--- config.mk ---
export PLATFORM = sky130hd
export DESIGN_NAME = texture_slot_binding_cache_flat
export DESIGN_NICKNAME = d
export VERILOG_FILES = /design/src/rtl/tsbc_pkg.sv /design/src/rtl/tsbc_ifs.sv /design/src/rtl/tsbc_ram.sv /design/src/rtl/texture_slot_binding_cache.sv /design/src/flat_wrapper.sv
export SDC_FILE = /design/constraint.sdc
export NUM_CORES = 1
export LEC_CHECK = 0
export BUFFER_PORTS_ARGS = -buffer_cell sky130_fd_sc_hd__buf_2
export CAP_MARGIN = 20
export CORE_ASPECT_RATIO = 0.7
export CORE_MARGIN = 4
export CORE_UTILIZATION = 40
export CTS_BUF_LIST = sky130_fd_sc_hd__clkbuf_8
export DETAILED_ROUTE_END_ITERATION = 8
export PLACE_DENSITY = 0.66
export SYNTH_ARGS = -nofsm -noshare
export SYNTH_HDL_FRONTEND = slang
export SYNTH_SLANG_ARGS = --single-unit
--- constraint.sdc ---
create_clock -name clk -period 12.1 [get_ports clk]
set_clock_uncertainty 0.2 [all_clocks]
set_input_delay 0.605 -clock clk [delete_from_list [all_inputs] [get_ports clk]]
set_output_delay 0.605 -clock clk [all_outputs]
set_load 0.01 [all_outputs]
--- src/rtl/tsbc_pkg.sv ---
// shared types and constants for the texture slot binding cache
package tsbc_pkg;

    localparam int NUM_SLOTS = 16;
    localparam int ID_W      = 32;
    localparam int IDX_W     = $clog2(NUM_SLOTS);
    localparam int PT_W      = IDX_W + 1;

    typedef logic [IDX_W-1:0]       slot_t;
    typedef logic signed [PT_W-1:0] ptr_t;
    typedef logic [ID_W-1:0]        tex_id_t;

    typedef enum logic [1:0] {
        CMD_USE       = 2'd0,
        CMD_PUSH      = 2'd1,
        CMD_EMPTY_BUF = 2'd2,
        CMD_EMPTY_ALL = 2'd3
    } cmd_t;

    typedef enum logic [1:0] {
        ST_IDLE,
        ST_SCAN,
        ST_FIN
    } state_t;

    localparam ptr_t PTR_NONE = ptr_t'(-1);
    localparam ptr_t PTR_LAST = ptr_t'(NUM_SLOTS - 1);

    // slot index widened to the signed pointer form
    function automatic ptr_t to_ptr(input slot_t s);
        to_ptr = ptr_t'({1'b0, s});
    endfunction

endpackage

--- src/rtl/tsbc_ifs.sv ---
// request and response channel interfaces for the binding cache
interface tsbc_req_if;
    logic              valid;
    logic              ready;
    tsbc_pkg::cmd_t    cmd;
    tsbc_pkg::tex_id_t tex_id;

    modport source (output valid, output cmd, output tex_id, input ready);
    modport sink   (input valid, input cmd, input tex_id, output ready);
endinterface

interface tsbc_rsp_if;
    logic            valid;
    logic            ready;
    tsbc_pkg::slot_t slot;
    logic            hit;
    logic            bind_issued;
    logic            activate_issued;
    logic            overflow;
    tsbc_pkg::ptr_t  buffer_top;

    modport source (output valid, output slot, output hit, output bind_issued,
                    output activate_issued, output overflow, output buffer_top,
                    input ready);
    modport sink   (input valid, input slot, input hit, input bind_issued,
                    input activate_issued, input overflow, input buffer_top,
                    output ready);
endinterface

--- src/rtl/tsbc_ram.sv ---
// generic single-port-write, registered-read ram
module tsbc_ram #(
    parameter int WIDTH = 32,
    parameter int DEPTH = 16
) (
    input  logic                     clk,
    input  logic                     we,
    input  logic [$clog2(DEPTH)-1:0] waddr,
    input  logic [WIDTH-1:0]         wdata,
    input  logic [$clog2(DEPTH)-1:0] raddr,
    output logic [WIDTH-1:0]         rdata
);

    logic [WIDTH-1:0] mem [DEPTH];
    logic [WIDTH-1:0] rdata_reg;

    always_ff @(posedge clk)
    begin
        if (we)
        begin
            mem[waddr] <= wdata;
        end
        rdata_reg <= mem[raddr];
    end

    assign rdata = rdata_reg;

endmodule

--- src/rtl/texture_slot_binding_cache.sv ---
// texture slot binding cache top level: slot table scan, bind and clear control
//
// usage
// - req channel carries one command beat: cmd (use, push, empty pinned, empty all)
//   and a 32-bit tex_id; rsp channel returns exactly one result beat per command
// - slot ids live in a 16-entry ram with registered read; a per-slot nonzero flag
//   in flops marks entries that hold a texture, so reset needs no clearing pass
// - a use scans slots 0..15 one read per cycle and stops at the first match;
//   a push reads only the next pinned slot; empty commands walk the cleared range
//   in ascending order to follow the active-slot changes
// - from command beat to result beat: the command is latched, one ram read is
//   issued per scanned slot and checked once the registered read returns, then
//   write back loads the result register
// - one command at a time, taken only after the previous one writes back; an
//   empty-all scans every slot, a use up to its first match, a push only one
// - an overflowing push and an empty-pinned with no pinned slots skip the scan
// - rst_n clears the nonzero flags, pinned top and active slot to -1, and the
//   result valid flag; ram contents are ignored until written
// - when rsp stalls, the finished result waits in the result register; a new
//   command is still taken and processed up to write back, then holds there
module texture_slot_binding_cache (
    input  logic clk,
    input  logic rst_n,
    tsbc_req_if.sink   req,
    tsbc_rsp_if.source rsp
);
    import tsbc_pkg::*;

    // control state
    state_t                 state_reg, state_next;
    cmd_t                   cmd_reg, cmd_next;
    tex_id_t                id_reg, id_next;
    slot_t                  last_reg, last_next;
    slot_t                  scan_idx_reg, scan_idx_next;
    logic                   issue_reg, issue_next;
    logic                   chk_valid_reg, chk_valid_next;
    slot_t                  chk_idx_reg, chk_idx_next;
    logic                   found_reg, found_next;
    slot_t                  found_idx_reg, found_idx_next;
    logic                   cand_valid_reg, cand_valid_next;
    slot_t                  cand_reg, cand_next;
    logic                   chg_reg, chg_next;
    logic                   ovf_reg, ovf_next;

    // architectural state
    ptr_t                   pinned_reg, pinned_next;
    ptr_t                   active_reg, active_next;
    logic [NUM_SLOTS-1:0]   nz_reg, nz_next;

    // result register
    logic                   out_valid_reg, out_valid_next;
    slot_t                  slot_reg, slot_next;
    logic                   hit_reg, hit_next;
    logic                   bind_reg, bind_next;
    logic                   act_reg, act_next;
    logic                   ovf_out_reg, ovf_out_next;
    ptr_t                   top_reg, top_next;

    // ram port
    logic                   ram_we;
    slot_t                  ram_waddr;
    tex_id_t                ram_wdata;
    tex_id_t                ram_rdata;

    logic                   req_fire;
    logic                   out_free;
    tex_id_t                eff_data;
    logic                   eq;
    logic                   scan_end;
    slot_t                  use_slot;

    tsbc_ram #(
        .WIDTH (ID_W),
        .DEPTH (NUM_SLOTS)
    ) u_slot_ram (
        .clk   (clk),
        .we    (ram_we),
        .waddr (ram_waddr),
        .wdata (ram_wdata),
        .raddr (scan_idx_reg),
        .rdata (ram_rdata)
    );

    assign req.ready = (state_reg == ST_IDLE);
    assign req_fire  = req.valid && req.ready;
    assign out_free  = !out_valid_reg || rsp.ready;

    // an entry never written or cleared reads as empty
    assign eff_data = nz_reg[chk_idx_reg] ? ram_rdata : '0;
    assign eq       = (eff_data == id_reg);
    assign scan_end = chk_valid_reg &&
                      ((chk_idx_reg == last_reg) || ((cmd_reg == CMD_USE) && eq));
    assign use_slot = found_reg ? found_idx_reg : (cand_valid_reg ? cand_reg : '0);

    // next state
    always_comb
    begin
        state_next = state_reg;
        unique case (state_reg)
            ST_IDLE:
            begin
                if (req_fire)
                begin
                    if ((req.cmd == CMD_PUSH && pinned_reg == PTR_LAST) ||
                        (req.cmd == CMD_EMPTY_BUF && pinned_reg == PTR_NONE))
                    begin
                        state_next = ST_FIN;
                    end
                    else
                    begin
                        state_next = ST_SCAN;
                    end
                end
            end
            ST_SCAN:
            begin
                if (scan_end)
                begin
                    state_next = ST_FIN;
                end
            end
            ST_FIN:
            begin
                if (out_free)
                begin
                    state_next = ST_IDLE;
                end
            end
            default:
            begin
                state_next = ST_IDLE;
            end
        endcase
    end

    // datapath and outputs
    always_comb
    begin
        cmd_next        = cmd_reg;
        id_next         = id_reg;
        last_next       = last_reg;
        scan_idx_next   = scan_idx_reg;
        issue_next      = issue_reg;
        chk_valid_next  = 1'b0;
        chk_idx_next    = chk_idx_reg;
        found_next      = found_reg;
        found_idx_next  = found_idx_reg;
        cand_valid_next = cand_valid_reg;
        cand_next       = cand_reg;
        chg_next        = chg_reg;
        ovf_next        = ovf_reg;
        pinned_next     = pinned_reg;
        active_next     = active_reg;
        nz_next         = nz_reg;
        out_valid_next  = out_valid_reg && !rsp.ready;
        slot_next       = slot_reg;
        hit_next        = hit_reg;
        bind_next       = bind_reg;
        act_next        = act_reg;
        ovf_out_next    = ovf_out_reg;
        top_next        = top_reg;
        ram_we          = 1'b0;
        ram_waddr       = '0;
        ram_wdata       = id_reg;

        unique case (state_reg)
            ST_IDLE:
            begin
                if (req_fire)
                begin
                    cmd_next        = req.cmd;
                    id_next         = req.tex_id;
                    issue_next      = 1'b1;
                    found_next      = 1'b0;
                    cand_valid_next = 1'b0;
                    chg_next        = 1'b0;
                    ovf_next        = 1'b0;
                    scan_idx_next   = '0;
                    last_next       = slot_t'(NUM_SLOTS - 1);
                    unique case (req.cmd)
                        CMD_PUSH:
                        begin
                            ovf_next      = (pinned_reg == PTR_LAST);
                            scan_idx_next = slot_t'(pinned_reg + ptr_t'(1));
                            last_next     = slot_t'(pinned_reg + ptr_t'(1));
                        end
                        CMD_EMPTY_BUF:
                        begin
                            last_next = slot_t'(pinned_reg);
                        end
                        default:
                        begin
                            last_next = slot_t'(NUM_SLOTS - 1);
                        end
                    endcase
                end
            end
            ST_SCAN:
            begin
                // one ram read issued per cycle, checked in the next cycle
                chk_valid_next = issue_reg;
                chk_idx_next   = scan_idx_reg;
                if (issue_reg)
                begin
                    issue_next    = (scan_idx_reg != last_reg);
                    scan_idx_next = scan_idx_reg + slot_t'(1);
                end
                if (chk_valid_reg)
                begin
                    unique case (cmd_reg)
                        CMD_USE:
                        begin
                            if (eq)
                            begin
                                found_next     = 1'b1;
                                found_idx_next = chk_idx_reg;
                            end
                            else if (eff_data == '0 && to_ptr(chk_idx_reg) > pinned_reg)
                            begin
                                cand_valid_next = 1'b1;
                                cand_next       = chk_idx_reg;
                            end
                        end
                        CMD_PUSH:
                        begin
                            found_next = eq;
                        end
                        CMD_EMPTY_BUF, CMD_EMPTY_ALL:
                        begin
                            // each nonzero slot is activated then cleared
                            if (eff_data != '0)
                            begin
                                if (active_reg != to_ptr(chk_idx_reg))
                                begin
                                    chg_next = 1'b1;
                                end
                                active_next          = to_ptr(chk_idx_reg);
                                nz_next[chk_idx_reg] = 1'b0;
                            end
                        end
                        default:
                        begin
                        end
                    endcase
                end
            end
            ST_FIN:
            begin
                if (out_free)
                begin
                    out_valid_next = 1'b1;
                    hit_next       = 1'b0;
                    bind_next      = 1'b0;
                    act_next       = 1'b0;
                    ovf_out_next   = 1'b0;
                    slot_next      = '0;
                    unique case (cmd_reg)
                        CMD_USE:
                        begin
                            slot_next   = use_slot;
                            hit_next    = found_reg;
                            act_next    = (active_reg != to_ptr(use_slot));
                            active_next = to_ptr(use_slot);
                            if (!found_reg)
                            begin
                                bind_next         = 1'b1;
                                ram_we            = 1'b1;
                                ram_waddr         = use_slot;
                                nz_next[use_slot] = (id_reg != '0);
                            end
                        end
                        CMD_PUSH:
                        begin
                            if (ovf_reg)
                            begin
                                ovf_out_next = 1'b1;
                            end
                            else
                            begin
                                slot_next   = last_reg;
                                pinned_next = to_ptr(last_reg);
                                if (!found_reg)
                                begin
                                    bind_next         = 1'b1;
                                    act_next          = (active_reg != to_ptr(last_reg));
                                    active_next       = to_ptr(last_reg);
                                    ram_we            = 1'b1;
                                    ram_waddr         = last_reg;
                                    nz_next[last_reg] = (id_reg != '0);
                                end
                            end
                        end
                        CMD_EMPTY_BUF, CMD_EMPTY_ALL:
                        begin
                            act_next    = chg_reg;
                            pinned_next = PTR_NONE;
                        end
                        default:
                        begin
                        end
                    endcase
                    top_next = (cmd_reg == CMD_EMPTY_BUF || cmd_reg == CMD_EMPTY_ALL) ?
                               PTR_NONE : pinned_next;
                end
            end
            default:
            begin
            end
        endcase
    end

    always_ff @(posedge clk or negedge rst_n)
    begin
        if (!rst_n)
        begin
            state_reg      <= ST_IDLE;
            issue_reg      <= 1'b0;
            chk_valid_reg  <= 1'b0;
            pinned_reg     <= PTR_NONE;
            active_reg     <= PTR_NONE;
            nz_reg         <= '0;
            out_valid_reg  <= 1'b0;
        end
        else
        begin
            state_reg      <= state_next;
            issue_reg      <= issue_next;
            chk_valid_reg  <= chk_valid_next;
            pinned_reg     <= pinned_next;
            active_reg     <= active_next;
            nz_reg         <= nz_next;
            out_valid_reg  <= out_valid_next;
        end
    end

    always_ff @(posedge clk)
    begin
        cmd_reg        <= cmd_next;
        id_reg         <= id_next;
        last_reg       <= last_next;
        scan_idx_reg   <= scan_idx_next;
        chk_idx_reg    <= chk_idx_next;
        found_reg      <= found_next;
        found_idx_reg  <= found_idx_next;
        cand_valid_reg <= cand_valid_next;
        cand_reg       <= cand_next;
        chg_reg        <= chg_next;
        ovf_reg        <= ovf_next;
        slot_reg       <= slot_next;
        hit_reg        <= hit_next;
        bind_reg       <= bind_next;
        act_reg        <= act_next;
        ovf_out_reg    <= ovf_out_next;
        top_reg        <= top_next;
    end

    assign rsp.valid           = out_valid_reg;
    assign rsp.slot            = slot_reg;
    assign rsp.hit             = hit_reg;
    assign rsp.bind_issued     = bind_reg;
    assign rsp.activate_issued = act_reg;
    assign rsp.overflow        = ovf_out_reg;
    assign rsp.buffer_top      = top_reg;

    // ram is only written at write back
    a_write_in_fin: assert property (@(posedge clk) disable iff (!rst_n)
        ram_we |-> (state_reg == ST_FIN))
        else $error("slot ram written outside write back");

    // a push checks a single slot and then writes back
    a_push_one_check: assert property (@(posedge clk) disable iff (!rst_n)
        (state_reg == ST_SCAN && chk_valid_reg && cmd_reg == CMD_PUSH)
        |=> (state_reg == ST_FIN))
        else $error("push scan ran past its slot");

    // a hit never rebinds
    a_hit_no_bind: assert property (@(posedge clk) disable iff (!rst_n)
        out_valid_reg |-> !(hit_reg && bind_reg))
        else $error("hit and bind reported together");

    // overflow leaves the pinned region full and binds nothing
    a_ovf_full: assert property (@(posedge clk) disable iff (!rst_n)
        (out_valid_reg && ovf_out_reg) |-> (top_reg == PTR_LAST && !bind_reg && !act_reg))
        else $error("overflow with pinned region not full");

    // pinned top stays within -1 .. last slot
    a_pinned_range: assert property (@(posedge clk) disable iff (!rst_n)
        (pinned_reg >= PTR_NONE) && (pinned_reg <= PTR_LAST))
        else $error("pinned top out of range");

endmodule

--- src/flat_wrapper.sv ---
// flat-port wrapper written by rule: the top's interface ports become plain ports
module texture_slot_binding_cache_flat import tsbc_pkg::*;
  (clk, rst_n, req_valid, req_cmd, req_tex_id, req_ready, rsp_valid, rsp_slot, rsp_hit, rsp_bind_issued, rsp_activate_issued, rsp_overflow, rsp_buffer_top, rsp_ready);
  tsbc_req_if req_i ();
  tsbc_rsp_if rsp_i ();
  input  logic clk;
  input  logic rst_n;
  input wire logic [$bits(req_i.valid)-1:0] req_valid;
  input wire logic [$bits(req_i.cmd)-1:0] req_cmd;
  input wire logic [$bits(req_i.tex_id)-1:0] req_tex_id;
  output wire logic [$bits(req_i.ready)-1:0] req_ready;
  output wire logic [$bits(rsp_i.valid)-1:0] rsp_valid;
  output wire logic [$bits(rsp_i.slot)-1:0] rsp_slot;
  output wire logic [$bits(rsp_i.hit)-1:0] rsp_hit;
  output wire logic [$bits(rsp_i.bind_issued)-1:0] rsp_bind_issued;
  output wire logic [$bits(rsp_i.activate_issued)-1:0] rsp_activate_issued;
  output wire logic [$bits(rsp_i.overflow)-1:0] rsp_overflow;
  output wire logic [$bits(rsp_i.buffer_top)-1:0] rsp_buffer_top;
  input wire logic [$bits(rsp_i.ready)-1:0] rsp_ready;
  assign req_i.valid = req_valid;
  assign req_i.cmd = req_cmd;
  assign req_i.tex_id = req_tex_id;
  assign req_ready = req_i.ready;
  assign rsp_valid = rsp_i.valid;
  assign rsp_slot = rsp_i.slot;
  assign rsp_hit = rsp_i.hit;
  assign rsp_bind_issued = rsp_i.bind_issued;
  assign rsp_activate_issued = rsp_i.activate_issued;
  assign rsp_overflow = rsp_i.overflow;
  assign rsp_buffer_top = rsp_i.buffer_top;
  assign rsp_i.ready = rsp_ready;
  texture_slot_binding_cache u_core (.clk(clk), .rst_n(rst_n), .req(req_i), .rsp(rsp_i));
endmodule
==> metrics.cfg, run 1 <==
[detailed_routing]
avgRoutedWirePerCell_um=25.0
vias=15700
dr.pass1.iters=7
via_per_inst=5.72
drt_wl_total_mm=68.7
drt_iter0_markers=2087
drc=0
ant_nets=0

[clock_network]
cts.htree.levels=3
cts_buffer_depth=3
clockRootBuffer=clkbuf_8
cts_setup_buffers=0
clkTransAtPathRegs_ps=70
worstSkewPairLatency_ps=700
cts_tree=done
cts_buffers=92
hold_buffers=35
cts.sinks=646
cts-resized-gates=0

[pwr]
leakage_nw=10.3
p_switching_mw=2.39
p_comb_share_pct=31.0
ir_worst_vdd_uv=158
power_density_mw_per_mm2=222
sw_frac_of_total_pct=35.6
p_clk_share_pct=24.3
seq_power_share_pct=44.6
p_int_mw=4.32

[grt]
grt_max_degree=68
grt_use_total_pct=19.4
grt_pass1_vias=15300
grt_antenna_before_repair=1
grt_pass1_wl_mm=101
grt_overflow=0

[placement]
io_buffer_count=52
dpl.hpwl_mm=42.6
gp_congestion=0.892

[final_layout]
nFillCells=5544
area_growth_syn_to_layout_pct=14.6
layout-drive-gt1-share_pct=19.1
final_util_pct=46.5
fin_nets=1836
largest_reg_flops=512

[logic_synthesis]
ys_ff_latch=646
synthFlopType=edfxtp_1
ys_warn_count=0
synth-edff-count=583
async_reset_ff_share_pct=4.80
yosysSeqAreaShare_pct=71.8
syn_area_per_cell_um2=16.1
ys_types=62
synthesis.area_mm2=0.0264
synth_cells=1634
syn_nets=1683

[worst_setup_path]
arrival_ps=4590
critPathRequiredTime_ps=12460
cp_max_fo=59
worst-setup-path-type=reg2reg
cp-end-kind=flop
start_kind=flop
reg2reg_from=u_core.scan_idx_reg[0]
r2r_slack_ps=7870
r2r-end=u_core.u_slot_ram.rdata[2]
ff2ff_path_depth=6

[die]
std_cell_rows=78
dieArea_mm2=0.0702
core_mm2=0.0650
ioPinCount=53
die_w_um=315
start_util_pct=40.6
die_h_um=223

[worst_hold_path]
hp-class=in2reg
hp-start=rsp_ready
min_to=u_core.rsp.valid
min_path_cells=3

[sta]
maxSlewViolCount=0
worst_pin_slew_ps=997
fin_crit_ps=4230
timing.slew.headroom_pct=33.5
final-hold-violation-count=0
fmax_mhz=237
rsz0062_at_grt=no
tns_ps=0
setup_viol=0
finalCritPeriodShare_pct=34.9

[outcome]
status=complete, no violations

[job]
drv_cap=0

[critical path, cell delays in order (launching register included)]
cell	delay [ps]
edfxtp_1	400
buf_4	740
buf_4	820
buf_4	910
mux4_2	610
a22oi_1	230
nand2_1	90
[layout by cell type (no fill, tap or decap), types with 44 or more instances in the layout]
cell	Yosys	layout
a21oi_1	74	74
a22oi_1	67	67
buf_2	3	52
clkbuf_8	0	94
edfxtp_1	583	583
inv_1	43	87
mux2i_1	108	108
mux4_2	68	68
nand2_1	92	92
nor2_1	60	44
o21ai_0	119	119
[cell usage after synthesis, drive strengths merged (3+ instances only)]
cell     count  area share, %
edfxtp     583             66
o21ai      129            2.4
mux2i      109            4.2
nand2       93            1.4
a21oi       74            1.4
mux4        69            5.9
a22oi       67            1.9
nor2        60           0.85
clkbuf      57           0.81
inv         43           0.61
a221oi      35            1.2
mux2        34            1.5
dfxtp       32            2.4
dfrtp       21            2.0
xor2        21           0.70
buf         20           0.38
nor4        18           0.43
nand2b      17           0.40
xnor2       14           0.46
nand4       13           0.31
a21o        12           0.34
ha          11           0.52
nor2b       11           0.26
and2        10           0.24
dfstp       10            1.0
a31oi        8           0.19
nand3        7           0.13
nor3         7           0.13
a2111oi      4           0.13
a41oi        4           0.13
o211ai       4           0.11
o21a         4           0.11
a22o         3           0.10
nor3b        3          0.085
o22a         3           0.10
or3          3          0.090
[worst max-delay path by stage]
| stage | from | to | depth (start not counted) | slack [ps] |
|---|---|---|---|---|
| CTS | u_core.scan_idx_reg[0] | u_core.u_slot_ram.rdata[29] | 6 | 7850 |
| detailed placement | u_core.scan_idx_reg[0] | u_core.u_slot_ram.rdata[29] | 6 | 7880 |
| global route | u_core.scan_idx_reg[0] | u_core.u_slot_ram.rdata[29] | 6 | 7580 |
| floorplan | u_core.cmd_reg[1] | u_core.u_slot_ram.mem[14][0] | 7 | 8280 |
| global placement | u_core.scan_idx_reg[0] | u_core.u_slot_ram.rdata[29] | 6 | 7950 |
| finish | u_core.scan_idx_reg[0] | u_core.u_slot_ram.rdata[2] | 6 | 7870 |
[per-layer routing]
metal	up-vias	track usage [%]	part of all wire [%]
li1	6792	-	-
met1	8017	29.8	45
met2	804	28.0	44
met3	113	3.84	9.0
met4	0	5.31	2.2
met5	-	0	0
[metrics by stage]
stage                     cell area (um^2)  total power, mW  instances  setup slack [ps]  hold slack, ps
after global placement               27800             5.03       2521              7950             291
after floorplan                      26400             4.35       1634              8280             109
after detailed placement             28000             5.07       2530              7880             298
after CTS                            30100             6.71       2738              7850            92.8
after global routing                 30200             7.04       2747              7580             128
final                                30200             6.72       2747              7870             123
[cell type report]
type                    count  area [um^2]  share of cell area (%)
multi-input cells         868         7100                    23.5
clock buffers              94         1290                    4.28
flip-flops and latches    646        18900                    62.6
diodes                      1         2.50                 0.00828
repair buffers            136         1210                    3.99
inverters                  43          161                   0.534
well taps                 880         1100                    3.64
clock inverters            79          435                    1.44
[power groups by stage]
stage | combinational, mW | sequential [mW] | clock [mW]
after floorplan | 1.44 | 2.91 | 0
after global placement | 2.01 | 3.02 | 0
after detailed placement | 2.05 | 3.02 | 0
after CTS | 2.06 | 2.98 | 1.66
after global routing | 2.26 | 3.01 | 1.78
final | 2.08 | 3.00 | 1.64
[kinds of logic after synthesis]
family | Yosys count | synth area share, %
adders and majority gates | 11 | 0.522
and+or+nand+nor | 249 | 4.49
xor gates and xnor gates | 35 | 1.16
muxes | 212 | 11.5
buffers and inverters | 120 | 1.81
AOI/OAI and AO/OA | 361 | 8.72
DFF | 646 | 71.8
Note: power is estimated with default switching activity, not from simulation.
==> run 2: changes to the inputs <==
Settings changed: ABC_AREA set to 1.
Clock period 12.1 ns to 4 ns, I/O delays scaled along.
==> metrics.cfg, run 2 <==
[outcome]
status=complete, no violations

[die]
start_util_pct=40.7
std_cell_rows=78
ioPinCount=53
dieArea_mm2=0.0707
core_mm2=0.0653
die_h_um=224
die_w_um=316

[sta]
maxSlewViolCount=0
fmax_mhz=288
finalCritPeriodShare_pct=86.7
fin_crit_ps=3470
worst_pin_slew_ps=951
timing.slew.headroom_pct=36.6
setup_viol=0
final-hold-violation-count=0
rsz0062_at_grt=no

[worst_hold_path]
hp-start=req_tex_id[16]
min_to=u_core.id_reg[16]
hp-class=in2reg
min_path_cells=2

[pwr]
p_switching_mw=7.92
p_clk_share_pct=24.9
ir_worst_vdd_uv=465
seq_power_share_pct=43.2
p_total_mw=20.6
p_comb_share_pct=32.0
sw_frac_of_total_pct=38.4
leakage_nw=11.1
power_density_mw_per_mm2=671
p_int_mw=12.7

[logic_synthesis]
yosysTopAreaCell=edfxtp_1
syn_area_per_cell_um2=11.6
yosys.area.top_type_share_pct=65.8
synth_common_cells=edfxtp_1, nand2_1, o21ai_0
async_reset_ff_share_pct=4.80
synth_cells=2286
ys_ff_latch=646
ys_warn_count=0
synthesis.area_mm2=0.0266
ys_types=39
yosysSeqAreaShare_pct=71.2
syn_nets=2335
synth_area_leaders=edfxtp_1, nand2_1, o21ai_0
synth-edff-count=583
yosysMostFrequentCell=edfxtp_1
synthFlopType=edfxtp_1

[final_layout]
fin_nets=2497
largest_reg_flops=512
area_growth_syn_to_layout_pct=15.7
nFillCells=5753
design_area_mm2=0.0308
antenna_cells=0
layout-drive-gt1-share_pct=11.6
final_cell_mix=edfxtp_1, nand2_1, o21ai_0, nor2_1, inv_1
layout_commonest_cell=edfxtp_1
final_util_pct=47.1

[detailed_routing]
vias=18900
via_per_inst=5.56
drc=0
avgRoutedWirePerCell_um=21.7
drt_iter0_markers=2229
drt_wl_total_mm=74.0
ant_nets=0
dr.pass1.iters=6

[worst_setup_path]
worst-setup-path-type=reg2reg
r2r-end=u_core.found_idx_reg[1]
r2r_slack_ps=530
cp_max_fo=66
reg2reg_from=u_core.chk_idx_reg[0]
ff2ff_path_depth=18
cp-end-kind=flop
crit_path_start=u_core.chk_idx_reg[0]
critPathRequiredTime_ps=4140
start_kind=flop
arrival_ps=3610

[placement]
gp_congestion=0.950
io_buffer_count=52
placed_area_mm2=0.0283
dpl.hpwl_mm=42.9

[grt]
grt_pass1_vias=18100
grt_overflow=0
grt_antenna_before_repair=2
grt_max_degree=106
grt_pass1_wl_mm=111
grt_use_total_pct=20.8

[clock_network]
cts_buffers=94
cts-resized-gates=0
clkTransAtPathRegs_ps=70
cts.htree.levels=3
cts_buffer_depth=3
clockRootBuffer=clkbuf_8
hold_buffers=62
cts_tree=done
worstSkewPairLatency_ps=710
cts.sinks=646
cts_setup_buffers=0

[job]
drv_cap=0

run 2: cell count changes after synthesis, moves of 33 or more:
cell | previous run | this run
a22oi_1 | 67 | 2
clkbuf_1 | 57 | 107
inv_1 | 43 | 115
mux2_2 | 33 | 0
mux2i_1 | 108 | 0
mux4_2 | 68 | 0
nand2_1 | 92 | 476
nand3_1 | 7 | 122
nor2_1 | 60 | 230
o21ai_0 | 119 | 235
o22ai_1 | 1 | 62
run 2: routing by layer:
layer	vias up	GRT usage (%)	wire length [um]
met3	109	5.67	8200
met1	9223	31.4	32900
met2	1027	29.8	31600
li1	8568	-	-
met4	0	4.94	1290
met5	-	0	0
run 2: area by class of cell:
cell class | count | area (um^2) | area share (%)
Tap cell | 880 | 1100 | 3.58
Timing Repair Buffer | 191 | 1640 | 5.33
Clock buffer | 101 | 1390 | 4.52
Multi-Input combinational cell | 1391 | 6800 | 22.1
Sequential cell | 646 | 18900 | 61.6
Inverter | 124 | 470 | 1.53
Clock inverter | 73 | 423 | 1.38
run 2: kinds of logic (layout without fill, tap and decap cells):
family | count (synthesis) | count (layout) | synth area share (%)
flip-flops | 646 | 646 | 71.2
AO/OA/AOI/OAI | 481 | 481 | 10.5
AND/OR/NAND/NOR | 886 | 886 | 13.6
XOR/XNOR | 13 | 13 | 0.428
buffers and inverters | 249 | 489 | 3.75
adder cells (fa/ha/maj) | 11 | 11 | 0.518
run 2: through the flow:
stage	hold slack (ps)	setup WS, ps	cells	setup TNS [ps]
final	50.7	532	3406	0
after global routing	12.5	237	3406	0
after CTS	0.761	551	3406	0
after detailed placement	140	578	3170	0
after floorplan	-296	-615	2286	-191900
after global placement	114	658	3169	0
run 2: how the worst max path moves through the flow:
stage | end | slack [ps]
2_1_floorplan | u_core.u_slot_ram.mem[0][0] | -620
3_3_place_gp | u_core.found_idx_reg[2] | 660
3_5_place_dp | u_core.found_idx_reg[1] | 580
4_1_cts | u_core.found_idx_reg[1] | 550
5_1_grt | u_core.found_idx_reg[0] | 240
6_report | u_core.found_idx_reg[1] | 530
run 2: critical path, stage by stage, from the launching register on:
cell and delay (ps):
edfxtp_1 620, inv_2 280, nand2_1 80, nand2_1 60
nand2_1 50, nand2_1 80, nand2_1 50, nand2_1 120
inv_2 40, nand2_2 80, buf_12 260, nand3_1 110
nand2_1 140, nand2_1 80, nor2_1 90, nand2_1 70
nor2_1 240, nand3_1 160, nor2_1 290
run 2: power by group through the flow:
stage | clock network, mW | registers [mW] | logic (mW)
floorplan | 0 | 8.76 | 4.16
global placement | 0 | 8.99 | 6.26
detailed placement | 0 | 9.00 | 6.42
CTS | 5.24 | 8.87 | 6.51
global route | 5.58 | 8.95 | 7.27
finish | 5.13 | 8.91 | 6.60
